===== src/hw/rtl/dq_pkg.sv =====
// ----------------------------------------------------------------------------
// dq_pkg
// Shared types and constants for the array deque.
// ----------------------------------------------------------------------------
package dq_pkg;

  localparam int DQ_DEPTH  = 8;
  localparam int DQ_IDX_W  = $clog2(DQ_DEPTH);
  localparam int DQ_CNT_W  = $clog2(DQ_DEPTH + 1);
  localparam int DQ_DATA_W = 32;

  // operation codes
  localparam logic [2:0] OP_INS_REAR  = 3'd0;
  localparam logic [2:0] OP_INS_FRONT = 3'd1;
  localparam logic [2:0] OP_DEL_REAR  = 3'd2;
  localparam logic [2:0] OP_DEL_FRONT = 3'd3;
  localparam logic [2:0] OP_LIST      = 3'd4;

  // status codes
  localparam logic [1:0] STS_OK    = 2'd0;
  localparam logic [1:0] STS_FULL  = 2'd1;
  localparam logic [1:0] STS_EMPTY = 2'd2;

  typedef struct packed {
    logic [2:0]                  operation;
    logic signed [DQ_DATA_W-1:0] data_in;
  } in_item_t;

  typedef struct packed {
    logic [1:0]                  status;
    logic signed [DQ_DATA_W-1:0] data_out;
    logic                        last;
  } out_item_t;

  // storage access, one port, read or write in a cycle
  typedef struct packed {
    logic                 wr_en;
    logic                 rd_en;
    logic [DQ_IDX_W-1:0]  addr;
    logic [DQ_DATA_W-1:0] wdata;
  } mem_req_t;

  // result command from the controller to the output stage
  typedef struct packed {
    logic       valid;
    logic [1:0] status;
    logic       use_rd;
    logic       last;
  } res_cmd_t;

endpackage


===== src/hw/rtl/double_ended_queue_top.sv =====
// ----------------------------------------------------------------------------
// double_ended_queue_top
// Result path: inserts, refused operations and empty results pass only the
//   output register; deleted and listed values pass the storage read
//   register, then the output register; a listing gives one result per cycle.
// Throughput: inserts 1 transaction/cycle while busy is low; deletes and
//   lists hold busy until their last result is issued (single storage port).
// Reset: synchronous active-low; pointers cleared, slot storage not cleared.
// ----------------------------------------------------------------------------
module double_ended_queue_top
  import dq_pkg::*;
(
  input  logic      clk,
  input  logic      rst_n,
  // input transaction: accepted when start is high and busy is low
  input  logic      start,
  input  in_item_t  in_item,
  output logic      busy,
  // results: one cycle each, marked by out_valid, cannot be stalled
  output logic      out_valid,
  output out_item_t out_item
);

  mem_req_t             mem_req;
  res_cmd_t             res_cmd;
  logic [DQ_DATA_W-1:0] rd_data;

  logic                 out_valid_r;
  out_item_t            out_item_r;

  // controller: pointers, decode and the list walk
  dq_ctrl u_ctrl (
    .clk     (clk),
    .rst_n   (rst_n),
    .start   (start),
    .in_item (in_item),
    .busy    (busy),
    .mem_req (mem_req),
    .res_cmd (res_cmd)
  );

  // slot storage, read data registered inside
  dq_mem u_mem (
    .clk     (clk),
    .mem_req (mem_req),
    .rd_data (rd_data)
  );

  // output register: strobe is control, payload is loaded only with a result
  always_ff @(posedge clk) begin
    if (!rst_n) begin
      out_valid_r <= 1'b0;
    end else begin
      out_valid_r <= res_cmd.valid;
    end
  end

  always_ff @(posedge clk) begin
    if (res_cmd.valid) begin
      out_item_r.status   <= res_cmd.status;
      // deleted or listed value comes straight off the storage read port
      out_item_r.data_out <= res_cmd.use_rd ? rd_data : '0;
      out_item_r.last     <= res_cmd.last;
    end
  end

  assign out_valid = out_valid_r;
  assign out_item  = out_item_r;

endmodule


===== src/hw/rtl/dq_mem.sv =====
// ----------------------------------------------------------------------------
// dq_mem
// Slot storage: synchronous single-port memory, registered read data.
// ----------------------------------------------------------------------------
module dq_mem
  import dq_pkg::*;
(
  input  logic                 clk,
  input  mem_req_t             mem_req,
  output logic [DQ_DATA_W-1:0] rd_data
);

  logic [DQ_DATA_W-1:0] mem [DQ_DEPTH];
  logic [DQ_DATA_W-1:0] rd_data_r;

  always_ff @(posedge clk) begin
    if (mem_req.wr_en) begin
      mem[mem_req.addr] <= mem_req.wdata;
    end
    if (mem_req.rd_en) begin
      rd_data_r <= mem[mem_req.addr];
    end
  end

  assign rd_data = rd_data_r;

endmodule


===== src/hw/rtl/dq_ctrl.sv =====
// ----------------------------------------------------------------------------
// dq_ctrl
// Pointer state, operation decode and list sequencer for the deque.
// ----------------------------------------------------------------------------
module dq_ctrl
  import dq_pkg::*;
(
  input  logic     clk,
  input  logic     rst_n,
  input  logic     start,
  input  in_item_t in_item,
  output logic     busy,
  output mem_req_t mem_req,
  output res_cmd_t res_cmd
);

  typedef enum logic [2:0] {
    ST_IDLE = 3'b001,
    ST_DEL  = 3'b010,
    ST_LIST = 3'b100
  } state_t;

  localparam logic [DQ_CNT_W-1:0] DEPTH_C = DQ_CNT_W'(DQ_DEPTH);

  state_t              state_r, state_nxt;
  logic [DQ_CNT_W-1:0] rear_r, rear_nxt;     // rear index + 1
  logic [DQ_CNT_W-1:0] front_r, front_nxt;
  logic [DQ_IDX_W-1:0] list_idx_r, list_idx_nxt;
  logic                empty;
  logic                list_last;

  assign empty     = (rear_r == '0) || (front_r >= rear_r);
  assign list_last = ((DQ_CNT_W'(list_idx_r) + 1'b1) == rear_r);
  assign busy      = (state_r != ST_IDLE);

  always_comb begin
    state_nxt    = state_r;
    rear_nxt     = rear_r;
    front_nxt    = front_r;
    list_idx_nxt = list_idx_r;
    mem_req      = '0;
    res_cmd      = '0;
    unique case (state_r)
      ST_IDLE: begin
        if (start) begin
          case (in_item.operation)
            OP_INS_REAR: begin
              res_cmd.valid = 1'b1;
              res_cmd.last  = 1'b1;
              if (rear_r >= DEPTH_C) begin
                res_cmd.status = STS_FULL;
              end else begin
                mem_req.wr_en  = 1'b1;
                mem_req.addr   = rear_r[DQ_IDX_W-1:0];
                mem_req.wdata  = in_item.data_in;
                rear_nxt       = rear_r + 1'b1;
                res_cmd.status = STS_OK;
              end
            end
            OP_INS_FRONT: begin
              res_cmd.valid = 1'b1;
              res_cmd.last  = 1'b1;
              if ((front_r == '0) && (rear_r == '0)) begin
                // both pointers at zero: value lands in slot 0
                mem_req.wr_en  = 1'b1;
                mem_req.addr   = '0;
                mem_req.wdata  = in_item.data_in;
                rear_nxt       = DQ_CNT_W'(1);
                res_cmd.status = STS_OK;
              end else if ((rear_r >= DEPTH_C) || (front_r == '0)) begin
                res_cmd.status = STS_FULL;
              end else begin
                front_nxt      = front_r - 1'b1;
                mem_req.wr_en  = 1'b1;
                mem_req.addr   = front_nxt[DQ_IDX_W-1:0];
                mem_req.wdata  = in_item.data_in;
                res_cmd.status = STS_OK;
              end
            end
            OP_DEL_REAR: begin
              if (empty) begin
                res_cmd.valid  = 1'b1;
                res_cmd.last   = 1'b1;
                res_cmd.status = STS_EMPTY;
              end else begin
                rear_nxt      = rear_r - 1'b1;
                mem_req.rd_en = 1'b1;
                mem_req.addr  = rear_nxt[DQ_IDX_W-1:0];
                state_nxt     = ST_DEL;
              end
            end
            OP_DEL_FRONT: begin
              if (empty) begin
                res_cmd.valid  = 1'b1;
                res_cmd.last   = 1'b1;
                res_cmd.status = STS_EMPTY;
              end else begin
                mem_req.rd_en = 1'b1;
                mem_req.addr  = front_r[DQ_IDX_W-1:0];
                front_nxt     = front_r + 1'b1;
                state_nxt     = ST_DEL;
              end
            end
            OP_LIST: begin
              if (empty) begin
                res_cmd.valid  = 1'b1;
                res_cmd.last   = 1'b1;
                res_cmd.status = STS_EMPTY;
              end else begin
                mem_req.rd_en = 1'b1;
                mem_req.addr  = front_r[DQ_IDX_W-1:0];
                list_idx_nxt  = front_r[DQ_IDX_W-1:0];
                state_nxt     = ST_LIST;
              end
            end
            default: begin
              // unused codes: no result, state kept
            end
          endcase
        end
      end
      ST_DEL: begin
        res_cmd.valid  = 1'b1;
        res_cmd.status = STS_OK;
        res_cmd.use_rd = 1'b1;
        res_cmd.last   = 1'b1;
        state_nxt      = ST_IDLE;
      end
      ST_LIST: begin
        res_cmd.valid  = 1'b1;
        res_cmd.status = STS_OK;
        res_cmd.use_rd = 1'b1;
        res_cmd.last   = list_last;
        if (list_last) begin
          state_nxt = ST_IDLE;
        end else begin
          mem_req.rd_en = 1'b1;
          mem_req.addr  = list_idx_r + 1'b1;
          list_idx_nxt  = list_idx_r + 1'b1;
        end
      end
      default: begin
        state_nxt = ST_IDLE;
      end
    endcase
  end

  always_ff @(posedge clk) begin
    if (!rst_n) begin
      state_r <= ST_IDLE;
      rear_r  <= '0;
      front_r <= '0;
    end else begin
      state_r <= state_nxt;
      rear_r  <= rear_nxt;
      front_r <= front_nxt;
    end
  end

  always_ff @(posedge clk) begin
    list_idx_r <= list_idx_nxt;
  end

`ifndef SYNTHESIS
  a_front_le_rear: assert property (@(posedge clk) disable iff (!rst_n)
    front_r <= rear_r)
    else $error("front index past rear");

  a_rear_in_range: assert property (@(posedge clk) disable iff (!rst_n)
    rear_r <= DEPTH_C)
    else $error("rear index beyond storage");

  a_del_after_read: assert property (@(posedge clk) disable iff (!rst_n)
    (state_r == ST_DEL) |-> $past(mem_req.rd_en))
    else $error("delete result without a storage read");

  a_write_idle_only: assert property (@(posedge clk) disable iff (!rst_n)
    mem_req.wr_en |-> ((state_r == ST_IDLE) && !mem_req.rd_en))
    else $error("storage write outside idle or with a read");

  a_list_in_bounds: assert property (@(posedge clk) disable iff (!rst_n)
    (state_r == ST_LIST) |-> (DQ_CNT_W'(list_idx_r) < rear_r))
    else $error("list walk outside stored elements");
`endif

endmodule

===== config.mk =====
export PLATFORM = sky130hd
export DESIGN_NAME = double_ended_queue_top
export DESIGN_NICKNAME = d
export VERILOG_FILES = /design/src/hw/rtl/dq_pkg.sv /design/src/hw/rtl/double_ended_queue_top.sv /design/src/hw/rtl/dq_mem.sv /design/src/hw/rtl/dq_ctrl.sv
export SDC_FILE = /design/constraint.sdc
export NUM_CORES = 1
export LEC_CHECK = 0
export BUFFER_PORTS_ARGS = -buffer_cell sky130_fd_sc_hd__buf_2
export CAP_MARGIN = 20
export CORE_ASPECT_RATIO = 1.1
export CORE_UTILIZATION = 39
export DETAILED_ROUTE_END_ITERATION = 16
export PLACE_DENSITY = 0.53
export SETUP_SLACK_MARGIN = 0.5
export SYNTH_ARGS = -nofsm -noshare
export SYNTH_HDL_FRONTEND = slang
export SYNTH_SLANG_ARGS = --single-unit

===== constraint.sdc =====
create_clock -name clk -period 4.6 [get_ports clk]
set_input_delay 0.46 -clock clk [delete_from_list [all_inputs] [get_ports clk]]
set_output_delay 0.46 -clock clk [all_outputs]
set_load 0.01 [all_outputs]

==> out/results.ini, run 1 <==
[routing]
post_drt_wl_per_cell_um = 19.57
drt-initial-drc-count = 375
dr.max_layer_used = met4
route.met2.wl_um = 13690
drtPass1Iterations = 4
wl_met1_um = 12900
wl_met3_um = 1045
antenna_left = 0
drc_errors = 0
vias = 7112
wl_um = 28140
viasPerCell = 4.946

[sta]
worst_pin_slew_ns = 0.7298
finalClockSkew_ns = 0.01537
fin_crit_ns = 3.643
period_share = 0.7920
drv_slew = 0
final_hold_viol_count = 0
setup_ws_ns = 0.9569
setup_viol = 0
clock.fmax_mhz = 274.5
rsz0062_at_grt = no
whs_ns = 0.2373
finalSetupTns_ns = 0
relSlewSlack = 0.5135

[clock_tree]
cts_tree = done
insertion_delay_ns = 0.52
cts_resized = 0
cts.clk_slew.worst_paths_ns = 0.06
holdBufCountCts = 0
cts_buffers = 37
htreeDepth = 2
cts_sinks = 338
cts_buffer_depth = 3
post_cts_buffers = 0
cts_root_buf = clkbuf_16

[layout]
seqCellArea_mm2 = 0.01003
postLayoutCoreUtil = 0.4577
fin_nets = 976
diodes = 0
multi_input_area_mm2 = 0.003789
fill_cells = 3112
syn_to_final_growth_pct = 15.06
drive_gt1_frac = 0.2163
final_area_mm2 = 0.01620

[synth]
synth_top_area_frac = 0.6952
async_flop_share = 0
ys_seq_area_frac = 0.7122
synth_edf_count = 326
synthTopCellsByArea = edfxtp_1 70%, mux2i_1 14%, and2_1 3.1%
synthTopCellsByCount = 326 x edfxtp_1, 194 x mux2i_1, 70 x and2_1
syn_avg_cell_area_um2 = 16.99
synth.most_common_cell = edfxtp_1
synth_warnings = 0
ys.flop_type = edfxtp_1
syn_nets = 876
ys_ff_latch = 338
synth_top_cell_by_area = edfxtp_1
synth_cell_types = 53
netlist_area_mm2 = 0.01408
netlist_instances = 829

[floorplan]
die_area_mm2 = 0.03687
coreArea_mm2 = 0.03540
fp.dieW_um = 183.2
ioPinCount = 75
start_util = 0.3978
fp.dieH_um = 201.3
rows = 72

[worst_setup_path]
cp_slowest_stage_delay_ns = 0.47
slowest_stage = dfxtp_1
cp_cell_sequence = inv_1 -> ha_1 -> nand2b_1 -> a211oi_1 -> o21ai_2 -> o311ai_4 -> buf_12 -> mux2i_1 -> mux2i_1 -> mux2_2
worst_ep_arrival_time_ns = 3.92
crit_path_max_fanout = 80
cp-start-kind = register
required_ns = 4.88
critPathKind = register to register
cp_common_cell = mux2i_1
end_kind = register

[grt]
grt_max_degree = 81
grt_usage = 0.1558
grt_antenna_before_repair = 0
grt_pass1_vias = 7117
gr-total-overflow = 0
grt_pass1_wl_um = 43090

[placed_design]
place_area_mm2 = 0.01506
portBuffers = 74
detailed_place_hpwl_um = 15380
gp_congestion = 0.8156
place_ws_ns = 1.011

[outcome]
outcome = completed

[hold_path]
min_path_type = input pin to register

[pwr]
power_per_cell_area_mw_per_mm2 = 394.3
p_leak_nw = 5.649
ir_worst_vdd_mv = 0.2357

[flow_run]
cap_viol_max_count = 0

## area by class of cell
cell class | instances | share of cell area
flip-flops and latches | 338 | 0.6190
clock buffers | 44 | 0.05938
repair buffers | 101 | 0.03691
clock inverters | 23 | 0.01143
well taps | 481 | 0.03714
multi-input cells | 441 | 0.2338
inverters | 10 | 0.002317
## worst paths after layout
path                          start           endpoint  slack [ns]  cells after the start
setup / recovery  u_ctrl.front_r[0]  u_mem.rd_data[12]        0.96                     10
hold / removal                rst_n  u_ctrl.state_r[0]        0.24                      2
setup reg to reg  u_ctrl.front_r[0]  u_mem.rd_data[12]        0.96                     10
hold reg to reg   u_mem.rd_data[31]       out_item[32]        0.52                      1
## cells by family after synthesis
family          after synthesis  synth area share
flops                       338            0.7122
mux                         227            0.1643
simple gates                141           0.05757
compound gates               55           0.02586
buf+inv                      50           0.02550
xor+xnor                      9          0.006575
fa+ha+maj                     9          0.007997
## stage by stage
step	total power (W)	std cells
after global routing	0.006620	1438
final	0.006388	1438
after floorplan	0.003598	829
after global placement	0.003677	1371
after detailed placement	0.003677	1371
after CTS	0.006490	1438
## layout by cell type (no fill, tap or decap), drive strengths merged, types with 5 or more instances in the layout
cell type and instances:
ha 9, mux2 33, edfxtp 326, mux2i 194, and2 70, buf 101, nor2 13, nand2b 9
nor3 11, inv 11, dfxtp 12, xnor2 5, clkbuf 44, o21ai 16, clkinv 18, a21oi 15
nand2 19
## registers in the layout, summed over array words and instances, names as in the netlist
register and cells:
u_ctrl.rear_r 4, u_mem.mem 256, out_valid 1, out_item 35, u_mem.rd_data 32, u_ctrl.list_idx_r 3
u_ctrl.state_r 3, u_ctrl.front_r 4
## power by group
group,internal (W),switching (W),total (W)
registers,0.00339,0.0000117,0.00341
logic,0.0000786,0.000125,0.000204
clock network,0.00161,0.00117,0.00278
## metal layers
metal	global-route usage	vias to the layer above
met3	0.02462	38
met2	0.2590	135
met4	0.04375	0
met5	0	-
li1	-	3373
met1	0.2111	3566
## critical path: cells and delay by family (launching register included)
kind | cells | cell delay (ns)
buffers and inverters | 2 | 0.57
adders and majority gates | 1 | 0.30
DFF | 1 | 0.47
and+or+nand+nor | 1 | 0.14
AOI/OAI and AO/OA | 3 | 1.07
muxes | 3 | 0.64
No activity file was read; power rests on OpenSTA's default activity.
==> inputs of run 2 (changes only) <==
==> constraint.sdc (replaced) <==
create_clock -name clk -period 3.2 [get_ports clk]
set_input_delay 0.32 -clock clk [delete_from_list [all_inputs] [get_ports clk]]
set_output_delay 0.32 -clock clk [all_outputs]
set_load 0.01 [all_outputs]
==> run 2 against run 1 <==
  * Largest cell class unchanged
  * First-iteration DRC count rose by 18%
  * Die area did not move
  * Non-clock buffer count rose by 98
  * Power rose by 42%
  * Clock skew fell by 0.0045 ns
  * Sequential share of layout area fell by 7.1 points
  * Utilization rose by 6.0 points
  * Via count rose by 7.4%
  * Flip-flop and latch count did not move
  * Clock-buffer cell count rose by 6
  * Critical path type unchanged
  * Global-route usage rose by 1.8 points
==> out/results.ini, run 2 (synthesis results as in run 1) <==
[placed_design]
gp_congestion = 0.7743  ; -5.1%
portBuffers = 74  ; unchanged
detailed_place_hpwl_um = 16330  ; +6.2%

[worst_setup_path]
crit_path_max_fanout = 14  ; -83%
worst_ep_arrival_time_ns = 3.21  ; -0.71 ns
worstReg2RegStart = u_ctrl.front_r[0]
reg2regPathDepth = 12  ; +2
end_kind = register
required_ns = 3.46  ; -1.42 ns
cp-start-kind = register
critPathKind = register to register
r2r_setup_slack_ns = 0.25  ; -0.70 ns
worstReg2RegEnd = u_mem.rd_data[0]

[layout]
multi_input_area_mm2 = 0.004044  ; +6.7%
final_cell_mix = 326 x edfxtp_1, 190 x mux2i_1, 74 x buf_2, 70 x and2_1, 50 x clkbuf_16
regMostFlops = u_mem.mem
seqCellArea_mm2 = 0.01004  ; +0.14%
drive_gt1_frac = 0.3190  ; +0.1027
layout_commonest_cell = edfxtp_1
diodes = 0  ; unchanged
fill_cells = 2830  ; -9.1%
largest_register_ffs = 256  ; unchanged
syn_to_final_growth_pct = 30.11
fin_nets = 1073  ; +9.9%

[sta]
clock.fmax_mhz = 339.2  ; +24%
whs_ns = 0.08874  ; -0.1486 ns
finalSetupTns_ns = 0  ; unchanged
final_hold_viol_count = 0  ; unchanged
finalClockSkew_ns = 0.01092  ; -0.004454 ns
relSlewSlack = 0.4962  ; -0.01731
period_share = 0.9213  ; +0.1293
worst_pin_slew_ns = 0.7493  ; +0.01956 ns
fin_crit_ns = 2.948  ; -0.6950 ns
setup_viol = 0  ; unchanged
rsz0062_at_grt = yes
drv_slew = 0  ; unchanged

[grt]
grt_pass1_wl_um = 47200  ; +9.5%
grt_usage = 0.1742  ; +0.01831
grt_pass1_vias = 7585  ; +6.6%
grt_max_degree = 34  ; -58%
gr-total-overflow = 0  ; unchanged
grt_antenna_before_repair = 1  ; +1

[floorplan]
coreArea_mm2 = 0.03540  ; unchanged
fp.dieW_um = 183.2  ; unchanged
die_area_mm2 = 0.03687  ; unchanged
ioPinCount = 75  ; unchanged
rows = 72  ; unchanged
fp.dieH_um = 201.3  ; unchanged
start_util = 0.3978  ; unchanged

[clock_tree]
htreeDepth = 2  ; unchanged
cts.clk_slew.worst_paths_ns = 0.06  ; about the same
cts_root_buf = clkbuf_16
holdBufCountCts = 0  ; unchanged
cts_buffer_depth = 3  ; unchanged
insertion_delay_ns = 0.53  ; about the same
cts_tree = done
cts_sinks = 338  ; unchanged
cts_buffers = 36  ; -2.7%

[routing]
post_drt_wl_per_cell_um = 21.53  ; +10%
antenna_left = 0  ; unchanged
drt-initial-drc-count = 443  ; +18%
vias = 7637  ; +7.4%
drtPass1Iterations = 5  ; +1
viasPerCell = 4.988  ; +0.86%
wl_um = 32960  ; +17%
drc_errors = 0  ; unchanged

[outcome]
outcome = completed

[pwr]
p_leak_nw = 6.584  ; +17%
ir_worst_vdd_mv = 0.3737  ; +59%
power_per_cell_area_mw_per_mm2 = 495.9  ; +26%

[flow_run]
cap_viol_max_count = 0  ; unchanged

[hold_path]
hold_end = u_ctrl.state_r[0]
worstHoldStart = rst_n
min_path_type = input pin to register
holdPathStages = 2  ; unchanged

==> run 2: worst max-delay path by stage <==
stage | start | to
3_3_place_gp | u_ctrl.front_r[1] | u_mem.rd_data[23]
3_5_place_dp | u_ctrl.front_r[1] | u_mem.rd_data[18]
2_1_floorplan | u_ctrl.list_idx_r[0] | u_mem.mem[0][0]
6_report | u_ctrl.front_r[0] | u_mem.rd_data[0]
4_1_cts | u_ctrl.front_r[0] | u_mem.rd_data[18]
5_1_grt | u_ctrl.front_r[0] | u_mem.rd_data[2]
==> run 2: power breakdown <==
part | leakage, nW | internal (W) | switching (W) | total [W]
combinational | 3.03 | 0.000175 | 0.000217 | 0.000391
sequential | 3.04 | 0.00488 | 0.0000136 | 0.00489
clock | 0.519 | 0.00217 | 0.00163 | 0.00380
total | 6.58 | 0.00723 | 0.00186 | 0.00909
==> run 2: final cells by class <==
class                           instances  area share
Clock buffer                           50     0.05436
Clock inverter                         12    0.003756
Inverter                               10    0.003141
Multi-Input combinational cell        441      0.2207
Sequential cell                       338      0.5481
Tap cell                              481     0.03285
Timing Repair Buffer                  199      0.1371
==> run 2: routing by layer <==
layer / global-route usage / up-vias / part of all wire / routed length [um]
met1: 0.2345 / 3854 / 0.45 / 14720
met2: 0.2850 / 162 / 0.49 / 16230
met4: 0.05744 / 0 / 0.020 / 645
met3: 0.03041 / 45 / 0.041 / 1367
met5: 0 / - / 0 / 0
li1: - / 3576 / - / -
==> run 2: timing repair <==
item | 4_1_cts | 5_1_grt
cloned | 17 | 15
resized for setup | 53 | 29
setup endpoints to repair | 288 | 215
pin swaps | 15 | 6
setup buffers | 39 | 9
==> run 2: through the flow <==
step                  util  std cells  setup slack [ns]  power, W  instance area, um2
finish              0.5175       1531            0.2520  0.009085               18320
CTS                 0.5018       1507            0.2532  0.009173               17770
detailed placement  0.4403       1389            0.1452  0.005325               15590
floorplan                -        829           0.09475  0.005191               14400
global route        0.5175       1531            0.2077  0.009387               18320
global placement    0.4403       1389            0.1636  0.005322               15590
==> run 2: worst max-delay path, stage by stage (launching register included) <==
cell and delay (ns):
dfxtp_4 0.37, inv_6 0.04, ha_4 0.14, nor3b_4 0.14
or4b_4 0.52, a21o_4 0.23, o311ai_4 0.07, buf_12 0.17
buf_4 0.19, buf_16 0.19, mux2i_1 0.22, mux2i_1 0.10
mux2_2 0.29
==> inputs of run 3 (changes only) <==
--- a/config.mk
+++ b/config.mk
@@ -6,11 +6,10 @@
 export NUM_CORES = 1
 export LEC_CHECK = 0
 export BUFFER_PORTS_ARGS = -buffer_cell sky130_fd_sc_hd__buf_2
-export CAP_MARGIN = 20
 export CORE_ASPECT_RATIO = 1.1
-export CORE_UTILIZATION = 39
+export CORE_UTILIZATION = 40
 export DETAILED_ROUTE_END_ITERATION = 16
-export PLACE_DENSITY = 0.53
+export PLACE_DENSITY = 0.54
 export SETUP_SLACK_MARGIN = 0.5
 export SYNTH_ARGS = -nofsm -noshare
 export SYNTH_HDL_FRONTEND = slang
==> run 3 against run 2 <==
  * Maximum frequency is 0.79% higher
  * Flip-flop and latch count stayed put
  * Global-route usage is 0.11 points lower
  * Non-clock buffer count is 3 lower
  * Setup slack better by 0.023 ns
  * Highest routed layer unchanged
  * Sequential power hardly changed
  * Clock power is 1% higher
  * Die area is 2.5% lower
==> out/results.ini, run 3 (synthesis results as in run 1) <==
[worst_setup_path]
critPathKind = register to register
required_ns = 3.48  ; +0.02 ns
cp_slowest_stage_delay_ns = 0.52  ; about the same
worst_ep_arrival_time_ns = 3.21  ; about the same
crit_family = simple AND/OR/NAND/NOR gates
slowest_stage = or4b_4
cp_num_buf_inv = 5  ; +1
cp_common_cell = buf_12
cp_cell_sequence = inv_6 -> ha_4 -> nor3b_4 -> or4b_4 -> a21o_4 -> o311ai_4 -> buf_6 -> buf_12 -> buf_12 -> buf_16 -> mux2i_2 -> mux2i_1 -> mux2_2
worstReg2RegStart = u_ctrl.front_r[0]
crit_path_max_fanout = 8  ; -6
reg2regPathDepth = 13  ; +1
worstReg2RegEnd = u_mem.rd_data[22]
cp-start-kind = register
r2r_setup_slack_ns = 0.28  ; +0.02 ns
end_kind = register

[layout]
finalNonFillerCells = 1488  ; -2.8%
layout_commonest_cell = edfxtp_1
syn_to_final_growth_pct = 28.73
diodes = 0  ; unchanged
fin_nets = 1070  ; -0.28%
final_cell_mix = 326 x edfxtp_1, 189 x mux2i_1, 74 x buf_2, 70 x and2_1, 47 x clkbuf_16
regMostFlops = u_mem.mem
fill_cells = 2797  ; -1.2%
drive_gt1_frac = 0.3152  ; -0.003810
largest_register_ffs = 256  ; unchanged

[grt]
grt_max_degree = 33  ; -2.9%
grt_pass1_wl_um = 45620  ; -3.3%
gr-total-overflow = 0  ; unchanged
grt_antenna_before_repair = 0  ; -1
grt_pass1_vias = 7441  ; -1.9%
grt_usage = 0.1730  ; -0.001145

[outcome]
outcome = completed

[pwr]
power_frac_comb = 0.041  ; -0.002
finalPower_w = 0.009111  ; +0.28%
power_per_cell_area_mw_per_mm2 = 502.6  ; +1.4%
clock_power_share = 0.422  ; +0.003
ir_worst_vdd_mv = 0.3670  ; -1.8%
p_seq_frac = 0.537  ; about the same
switching_share = 0.2081  ; +0.003340
switching_power_w = 0.001896  ; +1.9%
p_leak_nw = 6.542  ; -0.64%
intPower_w = 0.007215  ; -0.14%

[sta]
finalSetupTns_ns = 0  ; unchanged
worst_pin_slew_ns = 0.6275  ; -0.1219 ns
fin_crit_ns = 2.925  ; -0.02313 ns
final_hold_viol_count = 0  ; unchanged
finalClockSkew_ns = 0.01493  ; +0.004015 ns
relSlewSlack = 0.5781  ; +0.08195
rsz0062_at_grt = yes
clock.fmax_mhz = 341.9  ; +0.79%
period_share = 0.9140  ; -0.007227
drv_slew = 0  ; unchanged
whs_ns = 0.09076  ; +0.002024 ns
setup_viol = 0  ; unchanged

[clock_tree]
cts_buffers = 36  ; unchanged
cts_buffer_depth = 3  ; unchanged
insertion_delay_ns = 0.54  ; about the same
holdBufCountCts = 0  ; unchanged
htreeDepth = 2  ; unchanged
cts_root_buf = clkbuf_16
cts_tree = done
cts_sinks = 338  ; unchanged
cts.clk_slew.worst_paths_ns = 0.06  ; about the same

[hold_path]
worstHoldStart = rst_n
min_path_type = input pin to register
holdPathStages = 2  ; unchanged
hold_end = u_ctrl.state_r[0]

[floorplan]
ioPinCount = 75  ; unchanged
coreArea_mm2 = 0.03447  ; -2.6%
rows = 71  ; -1.4%
start_util = 0.4086  ; +0.01080
fp.dieH_um = 198.8  ; -1.2%
die_area_mm2 = 0.03596  ; -2.5%
fp.dieW_um = 180.9  ; -1.2%

[flow_run]
cap_viol_max_count = 0  ; unchanged

[routing]
post_drt_wl_per_cell_um = 21.41  ; -0.55%
antenna_left = 0  ; unchanged
viasPerCell = 5.114  ; +2.5%
drt-initial-drc-count = 534  ; +21%
wl_um = 31860  ; -3.3%
drc_errors = 0  ; unchanged
vias = 7609  ; -0.37%
drtPass1Iterations = 5  ; unchanged

[placed_design]
portBuffers = 74  ; unchanged
gp_congestion = 0.7983  ; +3.1%
placed_cells = 1344  ; -3.2%
detailed_place_hpwl_um = 16630  ; +1.8%

[run 3: changes by cell type in the layout (fill, tap and decap cells not counted), sizes merged]
cell / before / now
clkbuf: 62 / 58
bufinv: 0 / 1
buf: 185 / 183
clkinvlp: 1 / 2
inv: 10 / 12
clkinv: 11 / 13
[run 3: timing repair]
| action | CTS | global route |
|---|---|---|
| cloned | 12 | 12 |
| pin swaps | 7 | 8 |
| endpoints found under the setup margin | 288 | 181 |
| setup buffers | 24 | 31 |
| gates resized for setup | 31 | 53 |
[run 3: worst max-delay path by stage]
stage / from / to / slack [ns] / cells past startpoint
3_3_place_gp: u_ctrl.rear_r[0] / u_mem.mem[7][10] / 0.23 / 9
6_report: u_ctrl.front_r[0] / u_mem.rd_data[22] / 0.28 / 13
3_5_place_dp: u_ctrl.front_r[1] / u_mem.rd_data[18] / 0.19 / 11
2_1_floorplan: u_ctrl.list_idx_r[0] / u_mem.mem[0][0] / 0.09 / 11
5_1_grt: u_ctrl.front_r[0] / u_mem.rd_data[15] / 0.21 / 13
4_1_cts: u_ctrl.front_r[0] / u_mem.rd_data[15] / 0.28 / 13
[run 3: area by class of cell]
type,instances,area [um2],area share
clock inverter,18,138.9,0.007661
tap,438,548.0,0.03023
inverter,10,57.56,0.003175
clock buffer,47,942.2,0.05197
multi-input combinational,441,4095,0.2259
timing repair buffer,196,2297,0.1267
sequential,338,10050,0.5544
[run 3: through the flow]
step	cell area, um2	setup WS, ns	util
final	18130	0.2751	0.5260
after global placement	15530	0.2334	0.4506
after floorplan	14400	0.09475	-
after detailed placement	15530	0.1948	0.4506
after CTS	17330	0.2776	0.5027
after global routing	18130	0.2123	0.5260
[run 3: layer usage]
layer | wire length [um] | track usage | vias up
li1 | - | - | 3559
met1 | 14370 | 0.2246 | 3858
met2 | 15690 | 0.2987 | 148
met3 | 1193 | 0.02929 | 44
met4 | 602 | 0.04875 | 0
met5 | 0 | 0 | -
[run 3: power by group through the flow]
stage | Sequential (W) | Combinational [W] | Clock [W]
after global placement | 0.00499 | 0.000326 | 0
after CTS | 0.00489 | 0.000350 | 0.00394
final | 0.00489 | 0.000374 | 0.00385
after floorplan | 0.00500 | 0.000192 | 0
after detailed placement | 0.00499 | 0.000328 | 0
after global routing | 0.00489 | 0.000408 | 0.00412
[run 3: worst register-to-register path: cells and delay by family, from the launching register on]
| kind | cells | cell delay (ns) |
|---|---|---|
| compound gates | 2 | 0.29 |
| fa+ha+maj | 1 | 0.15 |
| buf+inv | 5 | 0.62 |
| flops | 1 | 0.37 |
| mux | 3 | 0.58 |
| simple gates | 2 | 0.67 |
